===== src/rtl/core/mtep_pkg.sv =====
// Shared types and constants for the MIDI track event parser.
// Used by mtep_front, mtep_back and midi_track_event_parser; no dependencies.
package mtep_pkg;

   localparam int TICK_BITS_DEFAULT = 32;
   localparam int QUEUE_DEPTH       = 2;

   localparam logic [7:0] META_PREFIX = 8'hFF;
   localparam logic [7:0] META_EOT    = 8'h2F;
   localparam logic [7:0] META_TEMPO  = 8'h51;
   localparam logic [2:0] CLASS_ONE_DATA = 3'b110; // C0 and D0 status classes
   localparam logic [3:0] SYSTEM_NIBBLE  = 4'hF;

   typedef enum logic [3:0] {
      PH_DELTA     = 4'd0,
      PH_STATUS    = 4'd1,
      PH_DATA1     = 4'd2,
      PH_DATA2     = 4'd3,
      PH_META_TYPE = 4'd4,
      PH_META_LEN  = 4'd5,
      PH_SYSEX_LEN = 4'd6,
      PH_SKIP      = 4'd7,
      PH_TEMPO     = 4'd8,
      PH_DONE      = 4'd9
   } phase_type;

   typedef enum logic [1:0] {
      KIND_CHANNEL = 2'd0,
      KIND_TEMPO   = 2'd1,
      KIND_END     = 2'd2
   } kind_type;

   // classified input byte, as queued between front and back
   typedef struct packed {
      logic [7:0] data;
      logic       track_start;
      logic       is_status;     // top bit set
      logic       is_system;     // F0..FF
      logic       is_meta;       // FF
      logic       is_eot_type;   // 2F
      logic       is_tempo_type; // 51
   } item_type;

   typedef struct packed {
      logic     valid;
      item_type item;
   } queue_out_type;

   typedef struct packed {
      logic [23:0] tempo_us;
      logic [31:0] event_tick;
      logic [7:0]  second_data;
      logic [7:0]  first_data;
      logic [7:0]  status_byte;
      kind_type    event_kind;
   } result_type;

endpackage


===== src/rtl/core/mtep_front.sv =====
// Front end: accepts track bytes, classifies them and holds them in a short queue.
// Depends on mtep_pkg.
module mtep_front
   import mtep_pkg::*;
(
   input  logic          clock,
   input  logic          reset,
   input  logic          req_tvalid,
   output logic          req_tready,
   input  logic [7:0]    req_data,
   input  logic          req_start,
   input  logic          pop,
   output queue_out_type head
);

   localparam int IDX_W = (QUEUE_DEPTH > 1) ? $clog2(QUEUE_DEPTH) : 1;
   localparam int CNT_W = $clog2(QUEUE_DEPTH + 1);
   localparam logic [IDX_W-1:0] LAST_IDX = IDX_W'(QUEUE_DEPTH - 1);
   localparam logic [CNT_W-1:0] FULL_CNT = CNT_W'(QUEUE_DEPTH);

   item_type             slot_ff [QUEUE_DEPTH];
   logic [IDX_W-1:0]     wr_ptr_ff, wr_ptr_in;
   logic [IDX_W-1:0]     rd_ptr_ff, rd_ptr_in;
   logic [CNT_W-1:0]     count_ff, count_in;
   item_type             classified;
   logic                 push;
   logic                 do_pop;

   always_comb begin
      classified.data          = req_data;
      classified.track_start   = req_start;
      classified.is_status     = req_data[7];
      classified.is_system     = (req_data[7:4] == SYSTEM_NIBBLE);
      classified.is_meta       = (req_data == META_PREFIX);
      classified.is_eot_type   = (req_data == META_EOT);
      classified.is_tempo_type = (req_data == META_TEMPO);
   end

   assign req_tready = (count_ff != FULL_CNT);
   assign push       = req_tvalid && req_tready;
   assign do_pop     = pop && (count_ff != '0);

   assign head.valid = (count_ff != '0);
   assign head.item  = slot_ff[rd_ptr_ff];

   always_comb begin
      wr_ptr_in = wr_ptr_ff;
      rd_ptr_in = rd_ptr_ff;
      count_in  = count_ff;
      if (push) begin
         wr_ptr_in = (wr_ptr_ff == LAST_IDX) ? '0 : wr_ptr_ff + 1'b1;
      end
      if (do_pop) begin
         rd_ptr_in = (rd_ptr_ff == LAST_IDX) ? '0 : rd_ptr_ff + 1'b1;
      end
      if (push && !do_pop) begin
         count_in = count_ff + 1'b1;
      end else if (do_pop && !push) begin
         count_in = count_ff - 1'b1;
      end
   end

   always_ff @(posedge clock) begin
      if (reset) begin
         wr_ptr_ff <= '0;
         rd_ptr_ff <= '0;
         count_ff  <= '0;
      end else begin
         wr_ptr_ff <= wr_ptr_in;
         rd_ptr_ff <= rd_ptr_in;
         count_ff  <= count_in;
      end
   end

   always_ff @(posedge clock) begin
      if (push) begin
         slot_ff[wr_ptr_ff] <= classified;
      end
   end

endmodule


===== src/rtl/core/mtep_back.sv =====
// Back end: parse state machine over queued bytes, with the result register.
// Depends on mtep_pkg.
module mtep_back
   import mtep_pkg::*;
#(
   parameter int TICK_BITS = TICK_BITS_DEFAULT
)
(
   input  logic          clock,
   input  logic          reset,
   input  queue_out_type head,
   output logic          pop,
   output logic          rsp_tvalid,
   input  logic          rsp_tready,
   output result_type    rsp_result
);

   localparam int EXT_W = (TICK_BITS > 32) ? TICK_BITS : 32;
   localparam int SUM_W = EXT_W + 1;

   phase_type            phase_ff, phase_in;
   logic [7:0]           run_status_ff, run_status_in;
   logic [7:0]           cur_status_ff, cur_status_in;
   logic [7:0]           held_ff, held_in;
   logic [31:0]          quantity_ff, quantity_in;
   logic [TICK_BITS-1:0] tick_ff, tick_in;
   logic [31:0]          skip_ff, skip_in;
   logic                 meta_eot_ff, meta_eot_in;
   logic                 meta_tempo_ff, meta_tempo_in;
   logic [23:0]          tempo_ff, tempo_in;
   logic                 rsp_valid_ff, rsp_valid_in;
   result_type           rsp_ff, rsp_in;

   // state as seen by this byte: a track start restarts everything first
   phase_type            e_phase;
   logic [7:0]           e_run_status, e_cur_status, e_held;
   logic [31:0]          e_quantity, e_skip, q_next, skip_dec;
   logic [TICK_BITS-1:0] e_tick;
   logic                 e_meta_eot, e_meta_tempo;
   logic [23:0]          e_tempo, tempo_next;
   logic [SUM_W-1:0]     tick_sum;
   logic [EXT_W-1:0]     tick_ext;
   logic [7:0]           b;
   logic                 fire;
   logic                 emit;
   result_type           res;

   assign pop        = head.valid && (!rsp_valid_ff || rsp_tready);
   assign fire       = pop;
   assign rsp_tvalid = rsp_valid_ff;
   assign rsp_result = rsp_ff;

   always_comb begin
      b            = head.item.data;
      e_phase      = head.item.track_start ? PH_DELTA : phase_ff;
      e_run_status = head.item.track_start ? 8'h00 : run_status_ff;
      e_cur_status = head.item.track_start ? 8'h00 : cur_status_ff;
      e_held       = head.item.track_start ? 8'h00 : held_ff;
      e_quantity   = head.item.track_start ? 32'h0 : quantity_ff;
      e_tick       = head.item.track_start ? '0 : tick_ff;
      e_skip       = head.item.track_start ? 32'h0 : skip_ff;
      e_meta_eot   = head.item.track_start ? 1'b0 : meta_eot_ff;
      e_meta_tempo = head.item.track_start ? 1'b0 : meta_tempo_ff;
      e_tempo      = head.item.track_start ? 24'h0 : tempo_ff;

      q_next     = {e_quantity[24:0], b[6:0]};
      skip_dec   = e_skip - 32'd1;
      tempo_next = {e_tempo[15:0], b};
      tick_sum   = SUM_W'(e_tick) + SUM_W'(q_next);
      tick_ext   = EXT_W'(e_tick);

      phase_in      = e_phase;
      run_status_in = e_run_status;
      cur_status_in = e_cur_status;
      held_in       = e_held;
      quantity_in   = e_quantity;
      tick_in       = e_tick;
      skip_in       = e_skip;
      meta_eot_in   = e_meta_eot;
      meta_tempo_in = e_meta_tempo;
      tempo_in      = e_tempo;

      emit            = 1'b0;
      res.event_kind  = KIND_CHANNEL;
      res.status_byte = 8'h00;
      res.first_data  = 8'h00;
      res.second_data = 8'h00;
      res.event_tick  = tick_ext[31:0];
      res.tempo_us    = 24'h0;

      case (e_phase)
         PH_DELTA: begin
            if (head.item.is_status) begin
               quantity_in = q_next;
            end else begin
               // saturating add of the finished delta
               tick_in     = (|tick_sum[SUM_W-1:TICK_BITS]) ? '1 : tick_sum[TICK_BITS-1:0];
               quantity_in = 32'h0;
               phase_in    = PH_STATUS;
            end
         end
         PH_STATUS: begin
            if (!head.item.is_status) begin
               cur_status_in = e_run_status;
               held_in       = b;
               if (e_run_status[7:5] == CLASS_ONE_DATA) begin
                  emit            = 1'b1;
                  res.status_byte = e_run_status;
                  res.first_data  = b;
                  phase_in        = PH_DELTA;
               end else begin
                  phase_in = PH_DATA2;
               end
            end else begin
               quantity_in = 32'h0;
               if (!head.item.is_system) begin
                  run_status_in = b;
                  cur_status_in = b;
                  phase_in      = PH_DATA1;
               end else if (head.item.is_meta) begin
                  phase_in = PH_META_TYPE;
               end else begin
                  phase_in = PH_SYSEX_LEN;
               end
            end
         end
         PH_DATA1: begin
            held_in = b;
            if (e_cur_status[7:5] == CLASS_ONE_DATA) begin
               emit            = 1'b1;
               res.status_byte = e_cur_status;
               res.first_data  = b;
               phase_in        = PH_DELTA;
            end else begin
               phase_in = PH_DATA2;
            end
         end
         PH_DATA2: begin
            emit            = 1'b1;
            res.status_byte = e_cur_status;
            res.first_data  = e_held;
            res.second_data = b;
            phase_in        = PH_DELTA;
         end
         PH_META_TYPE: begin
            meta_eot_in   = head.item.is_eot_type;
            meta_tempo_in = head.item.is_tempo_type;
            quantity_in   = 32'h0;
            phase_in      = PH_META_LEN;
         end
         PH_META_LEN: begin
            quantity_in = q_next;
            if (!head.item.is_status) begin
               quantity_in = 32'h0;
               if (e_meta_eot) begin
                  emit           = 1'b1;
                  res.event_kind = KIND_END;
                  phase_in       = PH_DONE;
               end else if (e_meta_tempo && (q_next == 32'd3)) begin
                  tempo_in = 24'h0;
                  skip_in  = 32'd3;
                  phase_in = PH_TEMPO;
               end else begin
                  skip_in  = q_next;
                  phase_in = (q_next == 32'h0) ? PH_DELTA : PH_SKIP;
               end
            end
         end
         PH_SYSEX_LEN: begin
            quantity_in = q_next;
            if (!head.item.is_status) begin
               quantity_in = 32'h0;
               skip_in     = q_next;
               phase_in    = (q_next == 32'h0) ? PH_DELTA : PH_SKIP;
            end
         end
         PH_SKIP: begin
            skip_in = skip_dec;
            if (skip_dec == 32'h0) begin
               phase_in = PH_DELTA;
            end
         end
         PH_TEMPO: begin
            tempo_in = tempo_next;
            skip_in  = skip_dec;
            if (skip_dec == 32'h0) begin
               emit           = 1'b1;
               res.event_kind = KIND_TEMPO;
               res.tempo_us   = tempo_next;
               phase_in       = PH_DELTA;
            end
         end
         default: begin
            // end of track: ignore bytes until the next track start
            phase_in = PH_DONE;
         end
      endcase

      rsp_valid_in = rsp_valid_ff;
      rsp_in       = rsp_ff;
      if (rsp_valid_ff && rsp_tready) begin
         rsp_valid_in = 1'b0;
      end
      if (fire && emit) begin
         rsp_valid_in = 1'b1;
         rsp_in       = res;
      end
   end

   always_ff @(posedge clock) begin
      if (reset) begin
         phase_ff      <= PH_DELTA;
         run_status_ff <= 8'h00;
         cur_status_ff <= 8'h00;
         held_ff       <= 8'h00;
         quantity_ff   <= 32'h0;
         tick_ff       <= '0;
         skip_ff       <= 32'h0;
         meta_eot_ff   <= 1'b0;
         meta_tempo_ff <= 1'b0;
         tempo_ff      <= 24'h0;
         rsp_valid_ff  <= 1'b0;
      end else begin
         if (fire) begin
            phase_ff      <= phase_in;
            run_status_ff <= run_status_in;
            cur_status_ff <= cur_status_in;
            held_ff       <= held_in;
            quantity_ff   <= quantity_in;
            tick_ff       <= tick_in;
            skip_ff       <= skip_in;
            meta_eot_ff   <= meta_eot_in;
            meta_tempo_ff <= meta_tempo_in;
            tempo_ff      <= tempo_in;
         end
         rsp_valid_ff <= rsp_valid_in;
      end
   end

   always_ff @(posedge clock) begin
      rsp_ff <= rsp_in;
   end

endmodule


===== src/rtl/core/midi_track_event_parser.sv =====
// MIDI track event parser: one track byte per word, events out as words.
// A byte accepted into the queue is read straight through from the queue head, and the
// state machine registers the result.
// Throughput: one byte per cycle while the result register is empty or being taken.
// Reset clears the queue, the parse state and the result valid flag; no clearing pass.
// Depends on mtep_pkg, mtep_front and mtep_back.
module midi_track_event_parser
   import mtep_pkg::*;
#(
   parameter int TICK_BITS = TICK_BITS_DEFAULT
)
(
   input  logic        clock,
   input  logic        reset,
   input  logic        req_tvalid,
   output logic        req_tready,
   input  logic [7:0]  req_tdata,   // [7:0] data_byte
   input  logic        req_tuser,   // [0] track_start
   output logic        rsp_tvalid,
   input  logic        rsp_tready,
   // [7:0] status_byte, [15:8] first_data, [23:16] second_data,
   // [55:24] event_tick, [79:56] tempo_us
   output logic [79:0] rsp_tdata,
   output logic [1:0]  rsp_tuser    // [1:0] event_kind
);

   queue_out_type head;
   logic          pop;
   result_type    result;

   mtep_front u_front (
      .clock      (clock),
      .reset      (reset),
      .req_tvalid (req_tvalid),
      .req_tready (req_tready),
      .req_data   (req_tdata),
      .req_start  (req_tuser),
      .pop        (pop),
      .head       (head)
   );

   mtep_back #(
      .TICK_BITS (TICK_BITS)
   ) u_back (
      .clock      (clock),
      .reset      (reset),
      .head       (head),
      .pop        (pop),
      .rsp_tvalid (rsp_tvalid),
      .rsp_tready (rsp_tready),
      .rsp_result (result)
   );

   assign rsp_tdata = {result.tempo_us, result.event_tick, result.second_data,
                       result.first_data, result.status_byte};
   assign rsp_tuser = result.event_kind;

endmodule

===== config.mk =====
export PLATFORM = sky130hd
export DESIGN_NAME = midi_track_event_parser
export DESIGN_NICKNAME = d
export VERILOG_FILES = /design/src/rtl/core/mtep_pkg.sv /design/src/rtl/core/mtep_front.sv /design/src/rtl/core/mtep_back.sv /design/src/rtl/core/midi_track_event_parser.sv
export SDC_FILE = /design/constraint.sdc
export NUM_CORES = 1
export LEC_CHECK = 0
export BUFFER_PORTS_ARGS = -buffer_cell sky130_fd_sc_hd__buf_2
export CAP_MARGIN = 10
export CORE_ASPECT_RATIO = 1.4
export CORE_MARGIN = 2
export CORE_UTILIZATION = 56
export DETAILED_ROUTE_END_ITERATION = 16
export PLACE_DENSITY = 0.86
export SLEW_MARGIN = 20
export SYNTH_ARGS = -nofsm -noshare
export SYNTH_HDL_FRONTEND = slang
export SYNTH_SLANG_ARGS = --single-unit

===== constraint.sdc =====
create_clock -name clock -period 10.2 [get_ports clock]
set_input_delay 1.02 -clock clock [delete_from_list [all_inputs] [get_ports clock]]
set_output_delay 1.02 -clock clock [all_outputs]
set_load 0.05 [all_outputs]

==> results of run 1 <==
-- area by class of cell --
cell class / count / area [µm²]
Clock inverter: 9 / 119
Tap cell: 306 / 383
Inverter: 20 / 76.3
Clock buffer: 33 / 663
Multi-Input combinational cell: 1126 / 6820
Timing Repair Buffer: 118 / 648
Sequential cell: 249 / 6070
Fill cell: 1907 / 8520
-- cell families after synthesis --
group           Yosys count  share of synthesized area [%]
buf+inv                 116                           3.58
fa+ha+maj                36                           3.44
simple gates            561                           20.4
flops                   249                           45.5
mux                      18                           1.40
compound gates          468                           22.9
xor+xnor                 43                           2.83
-- path summary, 6_finish.rpt --
check                          endpoint  slack [ns]  cells past startpoint
hold / removal       u_back.tick_ff[30]        0.45                      2
setup / recovery  u_back.rsp_result[43]        4.14                     15
setup reg to reg  u_back.rsp_result[43]        4.14                     15
hold reg to reg      u_back.tick_ff[30]        0.45                      2
-- power breakdown --
group / leakage (µW) / switching (µW) / internal [µW]
registers: 0.00204 / 117 / 1150
clock network: 0.000380 / 378 / 509
logic: 0.00324 / 1080 / 524
total: 0.00565 / 1570 / 2180
-- critical path: stages (launching register included) --
cell	delay, ns
sky130_fd_sc_hd__dfxtp_1	0.87
sky130_fd_sc_hd__mux2i_4	0.33
sky130_fd_sc_hd__buf_4	0.46
sky130_fd_sc_hd__nand2_1	0.23
sky130_fd_sc_hd__ha_1	0.47
sky130_fd_sc_hd__nand2b_1	0.27
sky130_fd_sc_hd__or3_1	0.23
sky130_fd_sc_hd__o211a_1	0.20
sky130_fd_sc_hd__nand4_1	0.11
sky130_fd_sc_hd__nor4_2	0.35
sky130_fd_sc_hd__o311ai_1	0.16
sky130_fd_sc_hd__or4_4	0.57
sky130_fd_sc_hd__nor2_8	0.25
sky130_fd_sc_hd__o21ai_1	0.14
sky130_fd_sc_hd__clkinv_2	0.20
sky130_fd_sc_hd__buf_4	0.73
-- cell usage after synthesis, types with 14 or more instances --
cell type                  instances
sky130_fd_sc_hd__nor4_1           19
sky130_fd_sc_hd__o22ai_1          14
sky130_fd_sc_hd__nand3_1          27
sky130_fd_sc_hd__dfxtp_1         141
sky130_fd_sc_hd__o221ai_1         15
sky130_fd_sc_hd__inv_1            17
sky130_fd_sc_hd__nor2_1          189
sky130_fd_sc_hd__xor2_1           21
sky130_fd_sc_hd__a21oi_1         106
sky130_fd_sc_hd__nand2_1         133
sky130_fd_sc_hd__a211oi_1         26
sky130_fd_sc_hd__nand2b_1         17
sky130_fd_sc_hd__and2_1           76
sky130_fd_sc_hd__a31oi_1          18
sky130_fd_sc_hd__a22oi_1          66
sky130_fd_sc_hd__a21o_1           37
sky130_fd_sc_hd__ha_1             35
sky130_fd_sc_hd__clkbuf_1         80
sky130_fd_sc_hd__nor3_1           42
sky130_fd_sc_hd__edfxtp_1        108
sky130_fd_sc_hd__o21ai_0          98
sky130_fd_sc_hd__xnor2_1          22
-- metal layers --
| layer | vias up | part of all wire, % | GRT usage [%] |
|---|---|---|---|
| met2 | 659 | 49 | 49.5 |
| li1 | 5614 | - | - |
| met5 | - | 0 | 0 |
| met4 | 0 | 5.6 | 16.5 |
| met1 | 5688 | 38 | 37.1 |
| met3 | 149 | 8.1 | 3.50 |
-- stage by stage --
stage	hold WS, ns	power, µW	setup slack, ns	util (%)	area (µm²)
2_1_floorplan	0.427	2400	3.53	-	13300
3_3_place_gp	0.434	2800	4.39	60.1	14000
3_5_place_dp	0.442	2830	4.26	60.1	14000
4_1_cts	0.450	3710	4.22	63.4	14800
5_1_grt	0.478	3940	3.76	63.4	14800
6_report	0.449	3750	4.14	63.4	14800
-- registers in the layout, summed over array words and instances, names as in the netlist, named ones only --
signal and cells:
u_front.rd_ptr_ff 1, u_back.phase_ff 4, u_front.count_ff 2, u_back.tempo_ff 16
u_back.quantity_ff 25, u_back.meta_tempo_ff 1, u_front.slot_ff 26, u_back.rsp_tvalid 1
u_back.tick_ff 32, u_back.rsp_result 82, u_back.cur_status_ff 8, u_back.skip_ff 32
u_front.wr_ptr_ff 1, u_back.held_ff 8, u_back.meta_eot_ff 1, u_back.run_status_ff 8
-- cell usage in the layout, fill, tap and decap left out, types with 7 or more instances in the layout --
cell and n:
sky130_fd_sc_hd__nor2_1 188, sky130_fd_sc_hd__dfxtp_1 141, sky130_fd_sc_hd__nand2_1 133, sky130_fd_sc_hd__edfxtp_1 108, sky130_fd_sc_hd__a21oi_1 105, sky130_fd_sc_hd__o21ai_0 98
sky130_fd_sc_hd__buf_2 95, sky130_fd_sc_hd__and2_1 76, sky130_fd_sc_hd__a22oi_1 66, sky130_fd_sc_hd__nor3_1 42, sky130_fd_sc_hd__a21o_1 37, sky130_fd_sc_hd__ha_1 35
sky130_fd_sc_hd__nand3_1 27, sky130_fd_sc_hd__a211oi_1 26, sky130_fd_sc_hd__clkbuf_16 23, sky130_fd_sc_hd__buf_4 23, sky130_fd_sc_hd__xnor2_1 22, sky130_fd_sc_hd__xor2_1 21
sky130_fd_sc_hd__nor4_1 19, sky130_fd_sc_hd__a31oi_1 18, sky130_fd_sc_hd__nand2b_1 17, sky130_fd_sc_hd__inv_1 16, sky130_fd_sc_hd__o221ai_1 15, sky130_fd_sc_hd__o22ai_1 14
sky130_fd_sc_hd__a221oi_1 13, sky130_fd_sc_hd__nand4_1 11, sky130_fd_sc_hd__mux2i_1 11, sky130_fd_sc_hd__and3_1 10, sky130_fd_sc_hd__or3_1 8, sky130_fd_sc_hd__a22o_1 8
sky130_fd_sc_hd__o21a_1 7, sky130_fd_sc_hd__o21bai_1 7
==> results.ini, run 1 <==
[clocking]
post_cts.repair.setup_buffers=0
clk_transition_reported_paths_ns=0.07
cts_max_level=1
numCtsBuffers=23
clk_root_buffer_cell=sky130_fd_sc_hd__clkbuf_16
cts.sink_count=249
clkLatencyLatePin_ns=0.53
cts_buffer_depth=3
cts_resized=0
cts_tree=done
cts_hold_buffers=0

[flow_run]
timing.max_cap.violations=0

[power_and_ir_drop]
largest_vdd_supply_drop_uv=157
cellPowerDensity_nw_per_um2=254
power.static_leakage_uw=0.00565

[synthesis]
synth_warnings=0
async_reset_ff_share_pct=0
synth_nets=1540
synth_cell_type_count=72
synth_largest_area_cell=sky130_fd_sc_hd__edfxtp_1
most_common_flop_cell_mapped_by_yosys=sky130_fd_sc_hd__dfxtp_1
synth-seq-cells=249
netlist_area_um2=13300
synth_edf_count=108
syn-instance-count=1491
yosysSeqAreaShare_pct=45.5
postSynthAreaPerCell_um2=8.94
yosys.area.top_type_share_pct=24.3
synth_top_cells_by_area=sky130_fd_sc_hd__edfxtp_1, sky130_fd_sc_hd__dfxtp_1, sky130_fd_sc_hd__nor2_1, sky130_fd_sc_hd__a21oi_1, sky130_fd_sc_hd__nand2_1

[final_layout]
layout-area-overhead-vs-synth_pct=10.8
final_cells=1861
design.final.nets=1587
n_antenna_cell=0
drive_gt1_share_pct=11.7

[sta]
final_hold_violation_count=0
final_setup_violating_endpoints=0
tightestPinTransition_ns=1.20
finClkSkew_ns=0.0195
maxSlewHeadroom_pct=19.8
sum_neg_setup_slack_ns=0
time_the_worst_path_needs_with_i_o_delays_and_setup_ns=6.06
layout_worst_path_cycle_share_pct=59.4
rsz0062_at_grt=false
clock.fmax_ghz=0.165
report.final.slew_viol_count=0

[drt]
routedWlPerCell_um=20.4
post_drt_via_cell_ratio=6.51
postRouteWirelength_mm=38.0
first_pass_iters=7
drt_iter0_markers=1274
detail-route-antenna-nets=0
remaining_routing_drc_violations=0
route.vias.total=12110

[floorplanning]
num_io_pins=97
vertical_die_dimension_um=187
initial_core_util_pct=57.2
fp.dieArea_um2=25100
placement_rows=66
die-width_um=134
core_area_um2=23300

[critical_path]
startpoint_type=register
crit_required_ns=10.34
timing.critical_path.fanout_max=70
critical_path_class=reg2reg
crit_arrival_ns=6.20
worstSetupEndpointType=register

[placement]
dp_hpwl_mm=26.1
port-buffer-count=96
place_congestion=0.988
post-place-cells=1819

[global_routing]
grt_antenna_before_repair=0
grt_pass1_vias=11566
grt_use_total_pct=29.6
global_route.overflow_total=0
grt_start_max_net_pins=88
grt_first_pass_wirelength_mm=60.2

[worst_hold_path]
hold_class=reg2reg
holdCritStartpoint=u_back.tick_ff[30]

[run_status]
status=finished, final reports clean

(Power assumes the default switching activity.)
==> run 2, diff against run 1 <==
==> constraint.sdc (replaced) <==
create_clock -name clock -period 6.3 [get_ports clock]
set_input_delay 0.63 -clock clock [delete_from_list [all_inputs] [get_ports clock]]
set_output_delay 0.63 -clock clock [all_outputs]
set_load 0.05 [all_outputs]
==> run 2 against run 1 <==
Against the previous run: global-route usage grew 0.59 points; core utilization grew 0.25 points; sequential share of layout area down 0.16 points; critical endpoint is now u_back.rsp_result[49]; clock power up 59%; fmax rose by 19%; flip-flop and latch count is the same; die area unchanged; largest cell class unchanged; setup slack worse by 2.9 ns; critical path type unchanged; highest routed layer unchanged; routed wire length rose by 2.4%; critical path depth unchanged; largest power group unchanged; combinational power rose by 64%; non-clock buffer count up 6.
==> results.ini, run 2 (synthesized netlist as in run 1, its figures left out) <==
[final_layout]
design.final.nets=1594
layout.cells.most_common_list=sky130_fd_sc_hd__nor2_1, sky130_fd_sc_hd__dfxtp_1, sky130_fd_sc_hd__nand2_1
layout.core_utilization_pct=63.7
largest_register_ffs=82
filler_cell_count=1927
final_cells=1869
mostFrequentLayoutCell=sky130_fd_sc_hd__nor2_1
layout-area-overhead-vs-synth_pct=11.2
n_antenna_cell=0
drive_gt1_share_pct=12.0

[floorplanning]
num_io_pins=97
fp.dieArea_um2=25100
die-width_um=134
vertical_die_dimension_um=187
core_area_um2=23300
initial_core_util_pct=57.2
placement_rows=66

[clocking]
clk_transition_reported_paths_ns=0.06
cts_tree=done
clkLatencyLatePin_ns=0.53
clk_root_buffer_cell=sky130_fd_sc_hd__clkbuf_16
cts.sink_count=249
cts_resized=0
cts_hold_buffers=0
post_cts.repair.setup_buffers=0
cts_max_level=1
numCtsBuffers=24
cts_buffer_depth=3

[worst_hold_path]
timing.hold.worst_endpoint=u_front.slot_ff[1][5]
whs_path_depth=1
holdCritStartpoint=req_tuser
hold_class=in2reg

[sta]
report.final.slew_viol_count=0
final_hold_violation_count=0
layout_worst_path_cycle_share_pct=80.7
finClkSkew_ns=0.0174
time_the_worst_path_needs_with_i_o_delays_and_setup_ns=5.09
maxSlewHeadroom_pct=28.5
sum_neg_setup_slack_ns=0
rsz0062_at_grt=false
clock.fmax_ghz=0.197
final_setup_violating_endpoints=0
tightestPinTransition_ns=1.07
timing.final.ws_setup_ns=1.21

[critical_path]
startpoint_type=register
worstSetupEndpointType=register
critical_path_class=reg2reg
worst_r2r_path_depth=15
timing.rr.end=u_back.rsp_result[49]
crit_arrival_ns=5.29
timing.critical_path.fanout_max=48
crit_required_ns=6.50
rrSetupSlack_ns=1.21

[global_routing]
grt_pass1_vias=11760
grt_first_pass_wirelength_mm=61.3
grt_use_total_pct=30.2
grt_start_max_net_pins=91
global_route.overflow_total=0
grt_antenna_before_repair=0

[placement]
port-buffer-count=96
dp_hpwl_mm=26.6
place_congestion=1.01
post-place-cells=1825
place_worst_setup_slack_ns=1.29

[drt]
detail-route-antenna-nets=0
drt_iter0_markers=1358
routedWlPerCell_um=20.8
first_pass_iters=6
post_drt_via_cell_ratio=6.55
postRouteWirelength_mm=38.9
remaining_routing_drc_violations=0
route.vias.total=12244

[power_and_ir_drop]
power.static_leakage_uw=0.00567
report.power.total_uw=6060
largest_vdd_supply_drop_uv=242
cellPowerDensity_nw_per_um2=409

[run_status]
status=finished, final reports clean

[flow_run]
timing.max_cap.violations=0

==> run 2: cell count changes in the layout (fill, tap and decap cells not counted), moves of 2 or more <==
| cell | delta |
|---|---|
| sky130_fd_sc_hd__clkbuf_8 | -4 |
| sky130_fd_sc_hd__clkinv_1 | +3 |
| sky130_fd_sc_hd__clkinvlp_4 | +2 |
| sky130_fd_sc_hd__buf_4 | +5 |
==> run 2: metrics by stage <==
stage | instance area [µm²] | hold WS (ns)
finish | 14800 | 0.301
global route | 14800 | 0.299
CTS | 14800 | 0.286
detailed placement | 14000 | 0.442
global placement | 14000 | 0.435
floorplan | 13300 | 0.427
==> run 2: critical path, stage by stage, from the launching register on <==
cell,delay [ns]
sky130_fd_sc_hd__dfxtp_1,0.30
sky130_fd_sc_hd__buf_4,0.21
sky130_fd_sc_hd__mux2i_4,0.22
sky130_fd_sc_hd__nand2_1,0.16
sky130_fd_sc_hd__ha_1,0.66
sky130_fd_sc_hd__nand2b_1,0.23
sky130_fd_sc_hd__or2_2,0.33
sky130_fd_sc_hd__a221oi_1,0.31
sky130_fd_sc_hd__nand4_1,0.15
sky130_fd_sc_hd__nor4_2,0.30
sky130_fd_sc_hd__o311ai_1,0.14
sky130_fd_sc_hd__or4_4,0.57
sky130_fd_sc_hd__nor2_8,0.25
sky130_fd_sc_hd__o21ai_1,0.15
sky130_fd_sc_hd__clkinvlp_4,0.43
sky130_fd_sc_hd__buf_12,0.31
==> run 2: how the worst max path moves through the flow <==
stage	startpoint	endpoint	slack, ns	depth (start not counted)
after global routing	register	u_back.rsp_result[57]	0.93	15
after floorplan	register	u_back.rsp_result[0]	0.40	22
after detailed placement	register	u_back.rsp_result[57]	1.29	15
after CTS	register	u_back.rsp_result[43]	1.27	15
after global placement	register	u_back.rsp_result[56]	1.41	15
final	register	u_back.rsp_result[49]	1.21	15
==> run 2: layout make-up <==
| type | count | area, µm² | share of cell area (%) |
|---|---|---|---|
| Timing Repair Buffer | 124 | 706 | 4.76 |
| Sequential cell | 249 | 6070 | 40.9 |
| Tap cell | 306 | 383 | 2.58 |
| Multi-Input combinational cell | 1126 | 6830 | 46.0 |
| Inverter | 20 | 78.8 | 0.532 |
| Clock inverter | 13 | 130 | 0.878 |
| Clock buffer | 31 | 637 | 4.29 |
==> run 2: power by group <==
group	internal [µW]	switching, µW
combinational	869	1750
sequential	1860	172
clock	799	612
total	3530	2540
==> run 2: routing by layer <==
layer  wire (µm)  GRT usage [%]
met5           0              0
met3        2960           4.10
met1       14600           36.9
met2       18600           49.8
met4        2780           19.6
==> run 3, diff against run 2 <==
--- a/config.mk
+++ b/config.mk
@@ -5,13 +5,14 @@
 export SDC_FILE = /design/constraint.sdc
 export NUM_CORES = 1
 export LEC_CHECK = 0
+export ABC_AREA = 1
 export BUFFER_PORTS_ARGS = -buffer_cell sky130_fd_sc_hd__buf_2
 export CAP_MARGIN = 10
 export CORE_ASPECT_RATIO = 1.4
 export CORE_MARGIN = 2
 export CORE_UTILIZATION = 56
 export DETAILED_ROUTE_END_ITERATION = 16
-export PLACE_DENSITY = 0.86
+export PLACE_DENSITY = 0.88
 export SLEW_MARGIN = 20
 export SYNTH_ARGS = -nofsm -noshare
 export SYNTH_HDL_FRONTEND = slang
==> constraint.sdc (replaced) <==
create_clock -name clock -period 4.4 [get_ports clock]
set_input_delay 0.44 -clock clock [delete_from_list [all_inputs] [get_ports clock]]
set_output_delay 0.44 -clock clock [all_outputs]
set_load 0.05 [all_outputs]
==> run 3 against run 2 <==
Against the previous run: die area increased by 17%; count of clock-buffer cells in the layout decreased by 1; combinational power increased by 140%; register-to-register slack got worse by 0.87 ns; flip-flop and latch count unchanged; critical endpoint is now u_back.tick_ff[31]; largest power group unchanged; highest routed layer unchanged.
==> results.ini, run 3 <==
[global_routing]
grt_use_total_pct=33.4
grt_start_max_net_pins=88
grt_antenna_before_repair=1
global_route.overflow_total=0
grt_pass1_vias=15363
grt_first_pass_wirelength_mm=79.4

[placement]
post-place-cells=2590
dp_hpwl_mm=34.6
place_congestion=1.01
port-buffer-count=96

[synthesis]
synth_warnings=0
synth-seq-cells=249
synth_cell_type_count=61
yosys.area.top_type_share_pct=20.7
yosysMostFrequentCell=sky130_fd_sc_hd__nand2_1
synth_nets=2241
syn-instance-count=2192
most_common_flop_cell_mapped_by_yosys=sky130_fd_sc_hd__dfxtp_1
postSynthAreaPerCell_um2=7.15
synth_top_cells_by_area=sky130_fd_sc_hd__edfxtp_1, sky130_fd_sc_hd__dfxtp_1, sky130_fd_sc_hd__nand2_1, sky130_fd_sc_hd__a21oi_1, sky130_fd_sc_hd__inv_1
async_reset_ff_share_pct=0
synthTopCellsByCount=sky130_fd_sc_hd__nand2_1, sky130_fd_sc_hd__inv_1, sky130_fd_sc_hd__nor2_1
yosysSeqAreaShare_pct=38.7
netlist_area_um2=15700
synth_edf_count=108
synth_largest_area_cell=sky130_fd_sc_hd__edfxtp_1

[drt]
routedWlPerCell_um=19.0
route.vias.total=15877
remaining_routing_drc_violations=0
first_pass_iters=7
detail-route-antenna-nets=0
drt_iter0_markers=1632
post_drt_via_cell_ratio=6.02
postRouteWirelength_mm=50.1

[sta]
rsz0062_at_grt=false
final_setup_violating_endpoints=0
sum_neg_setup_slack_ns=0
maxSlewHeadroom_pct=34.4
layout_worst_path_cycle_share_pct=92.1
finClkSkew_ns=0.0160
clock.fmax_ghz=0.247
tightestPinTransition_ns=0.983
report.final.slew_viol_count=0
time_the_worst_path_needs_with_i_o_delays_and_setup_ns=4.05
final_hold_violation_count=0

[critical_path]
max_stage_delay_ns=0.40
critical_path_class=reg2reg
crit_required_ns=4.80
worstSetupEndpointType=register
cp_slowest_cell=sky130_fd_sc_hd__dfxtp_2
crit_arrival_ns=4.46
timing.critical_path.fanout_max=54
path_cells=inv_2 -> nand2_2 -> nand2_4 -> buf_12 -> nand2_1 -> inv_1 -> ha_1 -> a21oi_1 -> o21ai_0 -> o21bai_1 -> a21oi_1 -> inv_1 -> nand3_1 -> nand2_1 -> a21oi_2 -> buf_4 -> nand3_1 -> nand2_1 -> a21oi_1
startpoint_type=register

[clocking]
cts_buffer_depth=3
cts.sink_count=249
clkLatencyLatePin_ns=0.57
cts_max_level=1
clk_root_buffer_cell=sky130_fd_sc_hd__clkbuf_16
cts_tree=done
post_cts.repair.setup_buffers=0
numCtsBuffers=25
clk_transition_reported_paths_ns=0.07
cts_resized=0
cts_hold_buffers=0

[floorplanning]
fp.dieArea_um2=29300
placement_rows=72
die-width_um=145
vertical_die_dimension_um=202
num_io_pins=97
initial_core_util_pct=56.8
core_area_um2=27600

[final_layout]
layout.cells.most_common_list=sky130_fd_sc_hd__nand2_1, sky130_fd_sc_hd__inv_1, sky130_fd_sc_hd__nor2_1
filler_cell_count=2417
design.final.nets=2296
final_cells=2637
drive_gt1_share_pct=12.3
largest_register_ffs=82
layout-area-overhead-vs-synth_pct=10.6
mostFrequentLayoutCell=sky130_fd_sc_hd__nand2_1
layout.core_utilization_pct=62.8

[run_status]
status=finished, final reports clean

[worst_hold_path]
hold_class=in2reg

[flow_run]
timing.max_cap.violations=0

[power_and_ir_drop]
report.power.total_uw=11900
power.static_leakage_uw=0.00761
largest_vdd_supply_drop_uv=560
cellPowerDensity_nw_per_um2=687

==> run 3: cell count changes after synthesis, sizes merged, moves of 19 or more <==
cell,previous run,this run
a211oi,26,2
a21o,37,7
a21oi,106,177
a22oi,66,6
a31oi,18,38
and2,76,0
buf,16,38
inv,17,236
nand2,133,584
nand3,27,149
nor2,190,234
nor4,22,3
o211ai,5,25
o21ai,104,181
==> run 3: power by group <==
group	switching [µW]	internal (µW)	total (µW)
logic	4560	1830	6390
clock network	974	1320	2300
registers	292	2910	3200
total	5820	6070	11900
==> run 3: critical path: cells and delay by family (launching register included) <==
kind,cells,cell delay (ns)
buf+inv,5,1.14
compound gates,6,1.07
simple gates,7,0.91
flops,1,0.40
fa+ha+maj,1,0.33
==> run 3: final timing paths <==
check | startpoint | end | slack (ns) | cells past startpoint
max | register | u_back.tick_ff[31] | 0.35 | 19
min | req_tdata[7] | u_front.slot_ff[0][4] | 0.13 | 1
max reg2reg | register | u_back.tick_ff[31] | 0.35 | 19
min reg2reg | u_front.rd_ptr_ff | u_front.rd_ptr_ff | 0.46 | 1
==> run 3: cell type report <==
cell class | instances | area (µm²) | area share [%]
timing repair buffer | 136 | 818 | 4.73
sequential | 249 | 6070 | 35.0
clock inverter | 16 | 204 | 1.18
clock buffer | 30 | 664 | 3.84
multi-input combinational | 1594 | 8190 | 47.3
antenna | 1 | 2.50 | 0.0144
tap | 370 | 463 | 2.67
inverter | 241 | 912 | 5.27
==> run 3: routing by layer <==
metal  routed length (µm)  vias up  share of wire, %  track usage, %
li1                     -     7481                 -               -
met1                18500     7338                37            39.3
met2                24000      857                48            56.1
met3                 4090      201               8.2            5.21
met4                 3500        0               7.0            22.9
met5                    0        -                 0               0
==> run 3: kinds of logic after synthesis <==
logic type / after synthesis / synth area share, %
DFF: 249 / 38.7
AOI/OAI and AO/OA: 507 / 19.0
muxes: 1 / 0.0639
and+or+nand+nor: 1020 / 28.4
buffers and inverters: 349 / 9.13
adders and majority gates: 36 / 2.92
xor gates and xnor gates: 30 / 1.73
==> run 3: per-stage QoR <==
stage	hold slack (ns)	instance area, µm²	setup WS [ns]
2_1_floorplan	0.426	15700	0.388
3_3_place_gp	0.440	16400	0.429
3_5_place_dp	0.449	16400	0.106
4_1_cts	0.118	17300	0.0680
5_1_grt	0.126	17300	0.0987
6_report	0.129	17300	0.346
